===== src/rtl/clc_pkg.sv =====
// package: shared types, constants and helpers of the card number luhn classifier
`timescale 1ns / 1ps
`default_nettype none
package clc_pkg;

   localparam int NUM_W     = 63;
   localparam int SRC_W     = 64;
   localparam int DIGITS    = 20;
   localparam int BCD_W     = DIGITS * 4;
   localparam int STEP_BITS = 4;
   localparam int CNT_W     = 5;
   localparam int SUM_W     = 4;
   localparam int STEP_W    = 4;

   localparam logic [STEP_W-1:0] CONV_LAST = STEP_W'(SRC_W / STEP_BITS - 1);
   localparam logic [STEP_W-1:0] PAIR_LAST = STEP_W'(DIGITS / 2 - 1);

   localparam logic [CNT_W-1:0] LEN_SHORT = CNT_W'(13);
   localparam logic [CNT_W-1:0] LEN_AMEX  = CNT_W'(15);
   localparam logic [CNT_W-1:0] LEN_LONG  = CNT_W'(16);

   typedef enum logic [1:0] {
      ST_IDLE,
      ST_CONV,
      ST_SUM,
      ST_CLASS
   } state_type;

   typedef enum logic [1:0] {
      CLASS_INVALID = 2'd0,
      CLASS_AMEX    = 2'd1,
      CLASS_MASTER  = 2'd2,
      CLASS_VISA    = 2'd3
   } card_class_type;

   typedef struct packed {
      logic [SUM_W-1:0] sum;
      logic [CNT_W-1:0] count;
   } luhn_acc_type;

   typedef struct packed {
      logic load;
      logic conv;
      logic sum;
      logic finish;
   } ctrl_type;

   // doubled digit with its two decimal digits added
   function automatic logic [3:0] double_digit(input logic [3:0] d);
      logic [4:0] p;
      p = {d, 1'b0};
      if (p >= 5'd10) begin
         return 4'(p - 5'd9);
      end
      return 4'(p);
   endfunction

endpackage
`default_nettype wire


===== src/rtl/card_number_luhn_classifier.sv =====
// top level: sequencer, working registers, classing and result register
//
//  channel | ports                                   | dir
//  --------+-----------------------------------------+-----
//  request | req_valid req_ready req_card_number     | in
//  result  | rsp_valid rsp_ready rsp_card_class      | out
//          | rsp_luhn_ok rsp_digit_count             |
//
// one beat runs from accept to result through the binary to bcd unit (4 bits per
// cycle over 64 bits), the luhn unit (one digit pair per cycle) and the classing
// step; the next beat is accepted only once the sequencer is back in idle.
// synchronous reset clears the sequencer and the result valid.
// req_ready is high only while idle; a held result stalls the classing step.
`timescale 1ns / 1ps
`default_nettype none
module card_number_luhn_classifier (
   input  wire logic                      clock,
   input  wire logic                      reset,
   input  wire logic                      req_valid,
   output logic                           req_ready,
   input  wire logic [clc_pkg::NUM_W-1:0] req_card_number,
   output logic                           rsp_valid,
   input  wire logic                      rsp_ready,
   output logic      [1:0]                rsp_card_class,
   output logic                           rsp_luhn_ok,
   output logic      [clc_pkg::CNT_W-1:0] rsp_digit_count
);
   import clc_pkg::*;

   state_type       state_ff, state_in;
   ctrl_type        ctrl;
   logic [STEP_W-1:0] step_ff, step_in;
   logic [SRC_W-1:0]  src_ff, src_in;
   logic [BCD_W-1:0]  bcd_ff, bcd_in;
   luhn_acc_type      acc_ff, acc_in;
   logic              rsp_valid_ff, rsp_valid_in;
   card_class_type    rsp_class_ff, rsp_class_in;
   logic              rsp_ok_ff, rsp_ok_in;
   logic [CNT_W-1:0]  rsp_count_ff, rsp_count_in;

   logic [BCD_W-1:0]  dabble_out;
   luhn_acc_type      luhn_out;
   logic [3:0]        lead_digit;
   logic [3:0]        next_digit;
   card_class_type    card_class;

   clc_dabble_unit u_dabble (
      .bcd_in  (bcd_ff),
      .bits_in (src_ff[SRC_W-1 -: STEP_BITS]),
      .bcd_out (dabble_out)
   );

   clc_luhn_unit u_luhn (
      .pair_in (bcd_ff[{step_ff, 3'b000} +: 8]),
      .pos_in  (step_ff),
      .acc_in  (acc_ff),
      .acc_out (luhn_out)
   );

   // next state
   always_comb begin
      state_in = state_ff;
      unique case (state_ff)
         ST_IDLE: begin
            if (req_valid) begin
               state_in = ST_CONV;
            end
         end
         ST_CONV: begin
            if (step_ff == CONV_LAST) begin
               state_in = ST_SUM;
            end
         end
         ST_SUM: begin
            if (step_ff == PAIR_LAST) begin
               state_in = ST_CLASS;
            end
         end
         ST_CLASS: begin
            if (!rsp_valid_ff || rsp_ready) begin
               state_in = ST_IDLE;
            end
         end
         default: begin
            state_in = ST_IDLE;
         end
      endcase
   end

   // sequencer outputs
   always_comb begin
      ctrl      = '0;
      req_ready = 1'b0;
      unique case (state_ff)
         ST_IDLE: begin
            req_ready = 1'b1;
            ctrl.load = req_valid;
         end
         ST_CONV: begin
            ctrl.conv = 1'b1;
         end
         ST_SUM: begin
            ctrl.sum = 1'b1;
         end
         ST_CLASS: begin
            ctrl.finish = !rsp_valid_ff || rsp_ready;
         end
         default: begin
            ctrl = '0;
         end
      endcase
   end

   // leading digits for the lengths that carry a class
   always_comb begin
      lead_digit = 4'd0;
      next_digit = 4'd0;
      unique case (acc_ff.count)
         LEN_SHORT: begin
            lead_digit = bcd_ff[(int'(LEN_SHORT) - 1) * 4 +: 4];
            next_digit = bcd_ff[(int'(LEN_SHORT) - 2) * 4 +: 4];
         end
         LEN_AMEX: begin
            lead_digit = bcd_ff[(int'(LEN_AMEX) - 1) * 4 +: 4];
            next_digit = bcd_ff[(int'(LEN_AMEX) - 2) * 4 +: 4];
         end
         LEN_LONG: begin
            lead_digit = bcd_ff[(int'(LEN_LONG) - 1) * 4 +: 4];
            next_digit = bcd_ff[(int'(LEN_LONG) - 2) * 4 +: 4];
         end
         default: begin
            lead_digit = 4'd0;
            next_digit = 4'd0;
         end
      endcase
   end

   always_comb begin
      card_class = CLASS_INVALID;
      if (acc_ff.sum == SUM_W'(0)) begin
         unique case (acc_ff.count)
            LEN_SHORT: begin
               if (lead_digit == 4'd4) begin
                  card_class = CLASS_VISA;
               end
            end
            LEN_AMEX: begin
               if (lead_digit == 4'd3 && (next_digit == 4'd4 || next_digit == 4'd7)) begin
                  card_class = CLASS_AMEX;
               end
            end
            LEN_LONG: begin
               priority if (lead_digit == 4'd5 && next_digit >= 4'd1 &&
                            next_digit <= 4'd5) begin
                  card_class = CLASS_MASTER;
               end else if (lead_digit == 4'd4) begin
                  card_class = CLASS_VISA;
               end else begin
                  card_class = CLASS_INVALID;
               end
            end
            default: begin
               card_class = CLASS_INVALID;
            end
         endcase
      end
   end

   // datapath next values
   always_comb begin
      step_in      = step_ff;
      src_in       = src_ff;
      bcd_in       = bcd_ff;
      acc_in       = acc_ff;
      rsp_valid_in = rsp_valid_ff;
      rsp_class_in = rsp_class_ff;
      rsp_ok_in    = rsp_ok_ff;
      rsp_count_in = rsp_count_ff;

      if (ctrl.load) begin
         step_in = '0;
         src_in  = {1'b0, req_card_number};
         bcd_in  = '0;
         acc_in  = '0;
      end
      if (ctrl.conv) begin
         src_in  = {src_ff[SRC_W-STEP_BITS-1:0], {STEP_BITS{1'b0}}};
         bcd_in  = dabble_out;
         step_in = (step_ff == CONV_LAST) ? '0 : STEP_W'(step_ff + 1'b1);
      end
      if (ctrl.sum) begin
         acc_in  = luhn_out;
         step_in = STEP_W'(step_ff + 1'b1);
      end

      if (ctrl.finish) begin
         rsp_valid_in = 1'b1;
         rsp_class_in = card_class;
         rsp_ok_in    = (acc_ff.sum == SUM_W'(0));
         rsp_count_in = acc_ff.count;
      end else if (rsp_ready) begin
         rsp_valid_in = 1'b0;
      end
   end

   always_ff @(posedge clock) begin
      if (reset) begin
         state_ff     <= ST_IDLE;
         rsp_valid_ff <= 1'b0;
      end else begin
         state_ff     <= state_in;
         rsp_valid_ff <= rsp_valid_in;
      end
   end

   always_ff @(posedge clock) begin
      step_ff      <= step_in;
      src_ff       <= src_in;
      bcd_ff       <= bcd_in;
      acc_ff       <= acc_in;
      rsp_class_ff <= rsp_class_in;
      rsp_ok_ff    <= rsp_ok_in;
      rsp_count_ff <= rsp_count_in;
   end

   assign rsp_valid       = rsp_valid_ff;
   assign rsp_card_class  = rsp_class_ff;
   assign rsp_luhn_ok     = rsp_ok_ff;
   assign rsp_digit_count = rsp_count_ff;

endmodule
`default_nettype wire


===== src/rtl/clc_dabble_unit.sv =====
// binary to bcd shift unit, one shift-and-correct step for each of the STEP_BITS input bits
`timescale 1ns / 1ps
`default_nettype none
module clc_dabble_unit (
   input  wire logic [clc_pkg::BCD_W-1:0]     bcd_in,
   input  wire logic [clc_pkg::STEP_BITS-1:0] bits_in,
   output logic      [clc_pkg::BCD_W-1:0]     bcd_out
);
   import clc_pkg::*;

   logic [BCD_W-1:0] work;

   always_comb begin
      work = bcd_in;
      for (int s = 0; s < STEP_BITS; s++) begin
         for (int d = 0; d < DIGITS; d++) begin
            if (work[d*4 +: 4] >= 4'd5) begin
               work[d*4 +: 4] = work[d*4 +: 4] + 4'd3;
            end
         end
         work = {work[BCD_W-2:0], bits_in[STEP_BITS-1-s]};
      end
      bcd_out = work;
   end

endmodule
`default_nettype wire


===== src/rtl/clc_luhn_unit.sv =====
// luhn accumulator step over one pair of decimal digits
`timescale 1ns / 1ps
`default_nettype none
module clc_luhn_unit (
   input  wire logic [7:0]                 pair_in,
   input  wire logic [clc_pkg::STEP_W-1:0] pos_in,
   input  wire clc_pkg::luhn_acc_type      acc_in,
   output clc_pkg::luhn_acc_type           acc_out
);
   import clc_pkg::*;

   logic [3:0] d_lo;
   logic [3:0] d_hi;
   logic [3:0] d_dbl;
   logic [4:0] raw;

   always_comb begin
      d_lo  = pair_in[3:0];
      d_hi  = pair_in[7:4];
      d_dbl = double_digit(d_hi);
      raw   = 5'(acc_in.sum) + 5'(d_lo) + 5'(d_dbl);

      // running sum kept modulo ten
      priority if (raw >= 5'd20) begin
         acc_out.sum = SUM_W'(raw - 5'd20);
      end else if (raw >= 5'd10) begin
         acc_out.sum = SUM_W'(raw - 5'd10);
      end else begin
         acc_out.sum = SUM_W'(raw);
      end

      // digit count follows the highest nonzero digit seen
      priority if (d_hi != 4'd0) begin
         acc_out.count = {pos_in, 1'b0} + CNT_W'(2);
      end else if (d_lo != 4'd0) begin
         acc_out.count = {pos_in, 1'b0} + CNT_W'(1);
      end else begin
         acc_out.count = acc_in.count;
      end
   end

endmodule
`default_nettype wire

===== config.mk =====
export PLATFORM = sky130hd
export DESIGN_NAME = card_number_luhn_classifier
export DESIGN_NICKNAME = d
export VERILOG_FILES = /design/src/rtl/clc_pkg.sv /design/src/rtl/card_number_luhn_classifier.sv /design/src/rtl/clc_dabble_unit.sv /design/src/rtl/clc_luhn_unit.sv
export SDC_FILE = /design/constraint.sdc
export NUM_CORES = 1
export LEC_CHECK = 0
export ABC_AREA = 1
export BUFFER_PORTS_ARGS = -buffer_cell sky130_fd_sc_hd__buf_2
export CAP_MARGIN = 20
export CORE_MARGIN = 4
export CORE_UTILIZATION = 25
export CTS_CLUSTER_SIZE = 12
export DETAILED_ROUTE_END_ITERATION = 8
export MAX_ROUTING_LAYER = met4
export PLACE_DENSITY = 0.48
export SLEW_MARGIN = 10
export SYNTH_ARGS = -nofsm -noshare
export SYNTH_HDL_FRONTEND = slang
export SYNTH_SLANG_ARGS = --single-unit
export TNS_END_PERCENT = 1

===== constraint.sdc =====
create_clock -name clock -period 5.45 [get_ports clock]
set_clock_uncertainty 0.05 [all_clocks]
set_input_delay 1.09 -clock clock [delete_from_list [all_inputs] [get_ports clock]]
set_output_delay 1.09 -clock clock [all_outputs]
set_load 0.005 [all_outputs]

# Yosys cells after proc, flatten, opt, wreduce, memory -nomap -nowiden
# Index checks and enable logic that the tools add are counted.
totals:
  ff_bits: 168
  input_bits: 67
  out_inout_bits: 10
  wordCells: 334
classes:
  addsub: 88
  n_lt_le_gt_ge: 85
  eq_ne: 18
  n_shift: 1
  mux: 115
  n_reduce_logical: 16
ops:
  columns: ["operator", "n"]
  rows:
  - ["$mux 4", 84]
  - ["$ge 4x3->1 const B", 80]
  - ["$add 4x2->4 const B", 76]
  - ["$mux 80", 2]
  - ["$mux 64", 2]
  - ["$shiftx 80x8->8", 1]
  - ["$pmux 4 s3", 2]
  - ["$mux 9", 2]
  - ["$eq 4x3->1 const B", 4]
  - ["$add 3x2->3 const B", 4]
  - ["$mux 2", 6]
  - ["$mux 3", 4]
  - ["$eq 5x4->1 const B", 2]
  - ["$ge 5x4->1 const B", 2]
  - ["$mux 5", 2]
  - ["$mux 1", 9]
  - ["$eq 4x4->1 const B", 2]
  - ["$ne 2x2->1 const B", 4]
  - ["$pmux 2 s4", 1]
  - ["$reduce_bool 4->1", 2]
  - ["$sub 4x4->4 const B", 2]
  - ["$pmux 2 s3", 1]
  - ["$reduce_bool 2->1", 3]
  - ["$add 4x4->5", 1]
  - ["other kinds (21)", 25]

# Depth between registers and ports, before layout
logic_depth:
  word_depth: 9
  ltp_mapped: 32

# By module
# Synthesis repeated with hierarchy kept, for this count alone.
hier_totals:
  cells_unflattened: 2577
  area_unflattened_um2: 16888.7
modules_own_cells:
  columns: ["module", "n_inst", "cells_per_inst", "area_per_inst_um2", "seq_area_each_um2"]
  rows:
  - ["clc_dabble_unit", 1, 1618, 8205.4, 0.0]
  - ["card_number_luhn_classifier", 1, 834, 7937.6, 4974.8]
  - ["clc_luhn_unit", 1, 125, 745.7, 0.0]

# Least setup slack after synthesis
# No wires, ideal clock.
synth_timing:
  path_type: "input to register"
  start: "in req_valid"
  end: "reg bcd_ff[0], enable pin"
  setup_ns: 1.189
  arrival_time_ns: 3.953
  required_time_ns: 4.211
  path_slack_ns: 0.258
  cell_stages: 4
  path_buffers: 2
  path_cell_list: "nand2_1 clkbuf_1 clkbuf_1 nand2_1"
synth_via:
  elab_chain_cells: 2
synth_lines:
  columns: ["item", "line_no", "source"]
  rows:
  - ["from (decl)", "card_number_luhn_classifier.sv:19", "input wire logic req_valid,"]
  - ["$mux 1", "card_number_luhn_classifier.sv:94", "unique case (state_ff)"]
  - ["$reduce_bool 2->1 (no source line)", null, null]
  - ["to (signal assigned)", "card_number_luhn_classifier.sv:219", "bcd_ff <= bcd_in;"]
  - ["to (decl)", "card_number_luhn_classifier.sv:34", "logic [BCD_W-1:0] bcd_ff, bcd_in;"]
# No other way between the ends.
# A chain may end at the register's enable or synchronous reset.

# Worst setup path after layout
layout_timing:
  start: "reg step_ff[0]"
  end: "reg acc_ff[8] (netlist name), data pin"
layout_via:
  elab_chain_cells: 9
  word_cells_on_any_way: 15
  classes_between: "5 x add/sub; 3 x order compare; 1 x shift; 6 x mux"
layout_lines:
  columns: ["item", "line_no", "source"]
  rows:
  - ["from (decl)", "card_number_luhn_classifier.sv:32", "logic [STEP_W-1:0] step_ff, step_in;"]
  - ["from (signal assigned)", "card_number_luhn_classifier.sv:217", "step_ff <= step_in;"]
  - ["$shiftx 80x8->8 *", "card_number_luhn_classifier.sv:54", ".pair_in (bcd_ff[{step_ff, 3'b000} +: 8]),"]
  - ["$sub 4x4->4 / $ge 5x4->1 (equally long branches)", "clc_pkg.sv:53, clc_pkg.sv:52", null]
  - ["$mux 4 / $mux 1 (equally long branches)", "clc_pkg.sv:52", "if (p >= 5'd10) begin"]
  - ["$mux 4", "clc_pkg.sv:55", "return 4'(p);"]
  - ["$add 5x4->5 *", "clc_luhn_unit.sv:21", "raw = 5'(acc_in.sum) + 5'(d_lo) + 5'(d_dbl);"]
  - ["$sub 4x4->4 / $ge 5x4->1 (equally long branches)", "clc_luhn_unit.sv:27, clc_luhn_unit.sv:26", null]
  - ["$mux 4", "clc_luhn_unit.sv:26", "end else if (raw >= 5'd10) begin"]
  - ["$mux 4 *", "clc_luhn_unit.sv:24", "priority if (raw >= 5'd20) begin"]
  - ["$mux 9 *", "card_number_luhn_classifier.sv:191", "if (ctrl.sum) begin"]
  - ["to (signal assigned)", "card_number_luhn_classifier.sv:220", "acc_ff <= acc_in;"]
  - ["to (decl)", "card_number_luhn_classifier.sv:35", "luhn_acc_type acc_ff, acc_in;"]
# Every way passes the cells marked *; elsewhere a longest branch is shown, timed or not. The select of a mux whose other input is x is not followed.

==> flow_summary.ini <==
[status]
status = finished clean

[logic_synthesis]
synth_area_leaders = edfxtp_1, nand2_1, ha_1
synth_cell_types = 49
synth-warning-count = 0
avgSynthCellArea_um2 = 6.80
syn_nets = 2801
synthesis.area_um2 = 17400
ys_async_sr_fraction_pct = 0
synthFlopType = edfxtp_1
synth_edf_count = 161
yosys-top-cells-count = nand2_1, inv_1, nand3_1, nor2_1, o21ai_0
synth_most_common_cell = nand2_1
yosys.area.top_type = edfxtp_1
synth_top_area_share_pct = 27.8
postSynthCellCount = 2555
ys_seq_elements = 168
yosysSeqAreaShare_pct = 28.6

[timing]
setup_tns_ps = 0
final_hold_viol_count = 0
finalSetupViolations = 0
slew_headroom_pct = 47.6
setup_slack_ps = 538
fin_crit_sh_pct = 90.1
fmax_mhz = 204
fin_crit_ps = 4910
rsz0062_at_grt = no
tightest_slew_ps = 778
drv_slew = 0

[detailed_routing]
met1_length_um = 21700
wl_met3_um = 1820
drt_wl_total_um = 43400
drt-vias-per-instance = 4.39
dr.first_iter.drc_count = 773
drc = 0
wl_per_cell_um = 12.2
dr.pass1.iters = 7
routed-wl-met2_um = 19600
routed.top_layer = met4
num_vias = 15662
antenna_left = 0

[cts]
cts_num_sinks = 168
cts_tree = built
cts-htree-levels = 4
post_cts_resized = 0
cts_hold_buf = 0
insertion_delay_ps = 470
postCtsSetupBuffers = 0
clockBufferDepth = 2
cts_buffers = 17
clk_pin_slew_ps = 70
root_buffer = clkbuf_16

[placed_design]
dp_slack_ps = 516
dp_cells = 3532
dp_hpwl_um = 33900
placed_area_um2 = 18900
routabilityCongestion = 0.841
io_buffers = 76

[floorplan]
core-area_um2 = 68700
initial_core_util_pct = 25.3
io_pins = 77
die_h_um = 272
rows = 96
die-width_um = 272
dieArea_um2 = 73800

[global_route]
antenna_found_initial = 1
grt-ovfl-total = 0
gr-usage-all-layers_pct = 12.0
grt_pass1_wl_um = 71300
grt_pass1_vias = 14559
grt_start_max_net_pins = 66

[critical_path]
end_kind = flop
crit_type = reg2reg
r2r_cells = 25
startpoint_type = flop
crit_fanout = 13
r2r_slack_ps = 540
reg2reg_from = step_ff[0]$_DFFE_PP_
critPathRequiredTime_ps = 5620
crit_arrival_ps = 5080
worst_r2r_endpoint = acc_ff[8]$_SDFFCE_PN0P_

[cells_and_area]
fin_cells = 3566
seq_area_um2 = 4970
areaGrowthSynthToFinish_pct = 12.0
drive_above_1_share_pct = 10.7
finalInstanceArea_um2 = 19500
fillers = 7601
nets = 2867
multi_input_area_um2 = 10700

[worst_hold_path]
worstHoldEndpoint = src_ff[1]$_SDFFE_PP0P_
hp-class = reg2reg
hp-start = src_ff[1]$_SDFFE_PP0P_
holdPathStages = 2

[run]
cap_violations = 0
-- layer usage --
layer / vias to the layer above / GRT usage (%)
li1: 8447 / -
met1: 6982 / 15.9
met2: 212 / 19.7
met3: 21 / 1.94
met4: 0 / 1.81
met5: - / -
-- cell families after synthesis --
| family | Yosys count | share of synthesized area [%] |
|---|---|---|
| AOI/OAI and AO/OA | 375 | 12.2 |
| buffers and inverters | 455 | 9.95 |
| and+or+nand+nor | 1358 | 34.8 |
| xor gates and xnor gates | 20 | 1.27 |
| adders and majority gates | 179 | 13.1 |
| DFF | 168 | 28.6 |
-- cell type report --
cell class / count / area share, %
multi-input cells: 1932 / 54.9
flip-flops and latches: 168 / 25.6
inverters: 412 / 7.95
well taps: 931 / 5.99
repair buffers: 90 / 2.69
clock buffers: 17 / 2.19
clock inverters: 15 / 0.681
diodes: 1 / 0.0129
-- cells in the final DEF, fill, tap and decap left out, types with 15 or more instances in the layout --
master / instances
nand3b_1: 16
nand2_1: 775
a21oi_1: 109
o21ai_0: 175
ha_1: 173
inv_1: 398
nand4_1: 37
nand3_2: 41
edfxtp_1: 161
nand3_1: 214
o211ai_1: 15
buf_2: 76
nor2_1: 176
or2_2: 27
o21ai_1: 27
o21ai_2: 20
clkbuf_16: 17
nand2_2: 37
-- worst max-delay path: stages (launching register included) --
cell	delay, ps
edfxtp_1	350
clkinv_1	290
o21ai_0	280
nand3_1	120
a32o_1	280
inv_1	80
ha_1	200
nand2_1	70
a21oi_1	350
xor2_1	150
fa_1	520
inv_1	40
ha_1	220
fa_1	380
or2_2	280
nand2_1	120
inv_1	70
ha_1	170
nand3_1	80
nand3_1	130
inv_1	110
nor2_1	40
nor2_1	70
o21ai_0	80
o211ai_1	90
inv_1	50
-- worst max path at each step --
stage	startpoint	end	cells past startpoint
final	step_ff[0]$_DFFE_PP_	acc_ff[8]$_SDFFCE_PN0P_	25
after floorplan	req_valid	bcd_ff[0]$_SDFFCE_PN0P_	4
after detailed placement	step_ff[0]$_DFFE_PP_	acc_ff[8]$_SDFFCE_PN0P_	25
after CTS	step_ff[0]$_DFFE_PP_	acc_ff[8]$_SDFFCE_PN0P_	25
after global placement	step_ff[0]$_DFFE_PP_	acc_ff[8]$_SDFFCE_PN0P_	25
after global routing	step_ff[0]$_DFFE_PP_	acc_ff[8]$_SDFFCE_PN0P_	25
-- flip-flops by register name, indices dropped and copies added (netlist names) --
register	flops
bcd_ff	80
step_ff	4
rsp_digit_count	5
state_ff	2
acc_ff	9
rsp_valid	1
rsp_card_class	2
rsp_luhn_ok	1
src_ff	64
-- stage by stage --
| step | hold slack, ps | util, % |
|---|---|---|
| after CTS | 444 | 28.3 |
| after detailed placement | 426 | 27.5 |
| after global placement | 417 | 27.5 |
| after global routing | 481 | 28.3 |
| final | 443 | 28.3 |
| after floorplan | 376 | - |
Power is not shown: default switching activity piles up to over one toggle a cycle in this logic, so the estimate is an artifact.
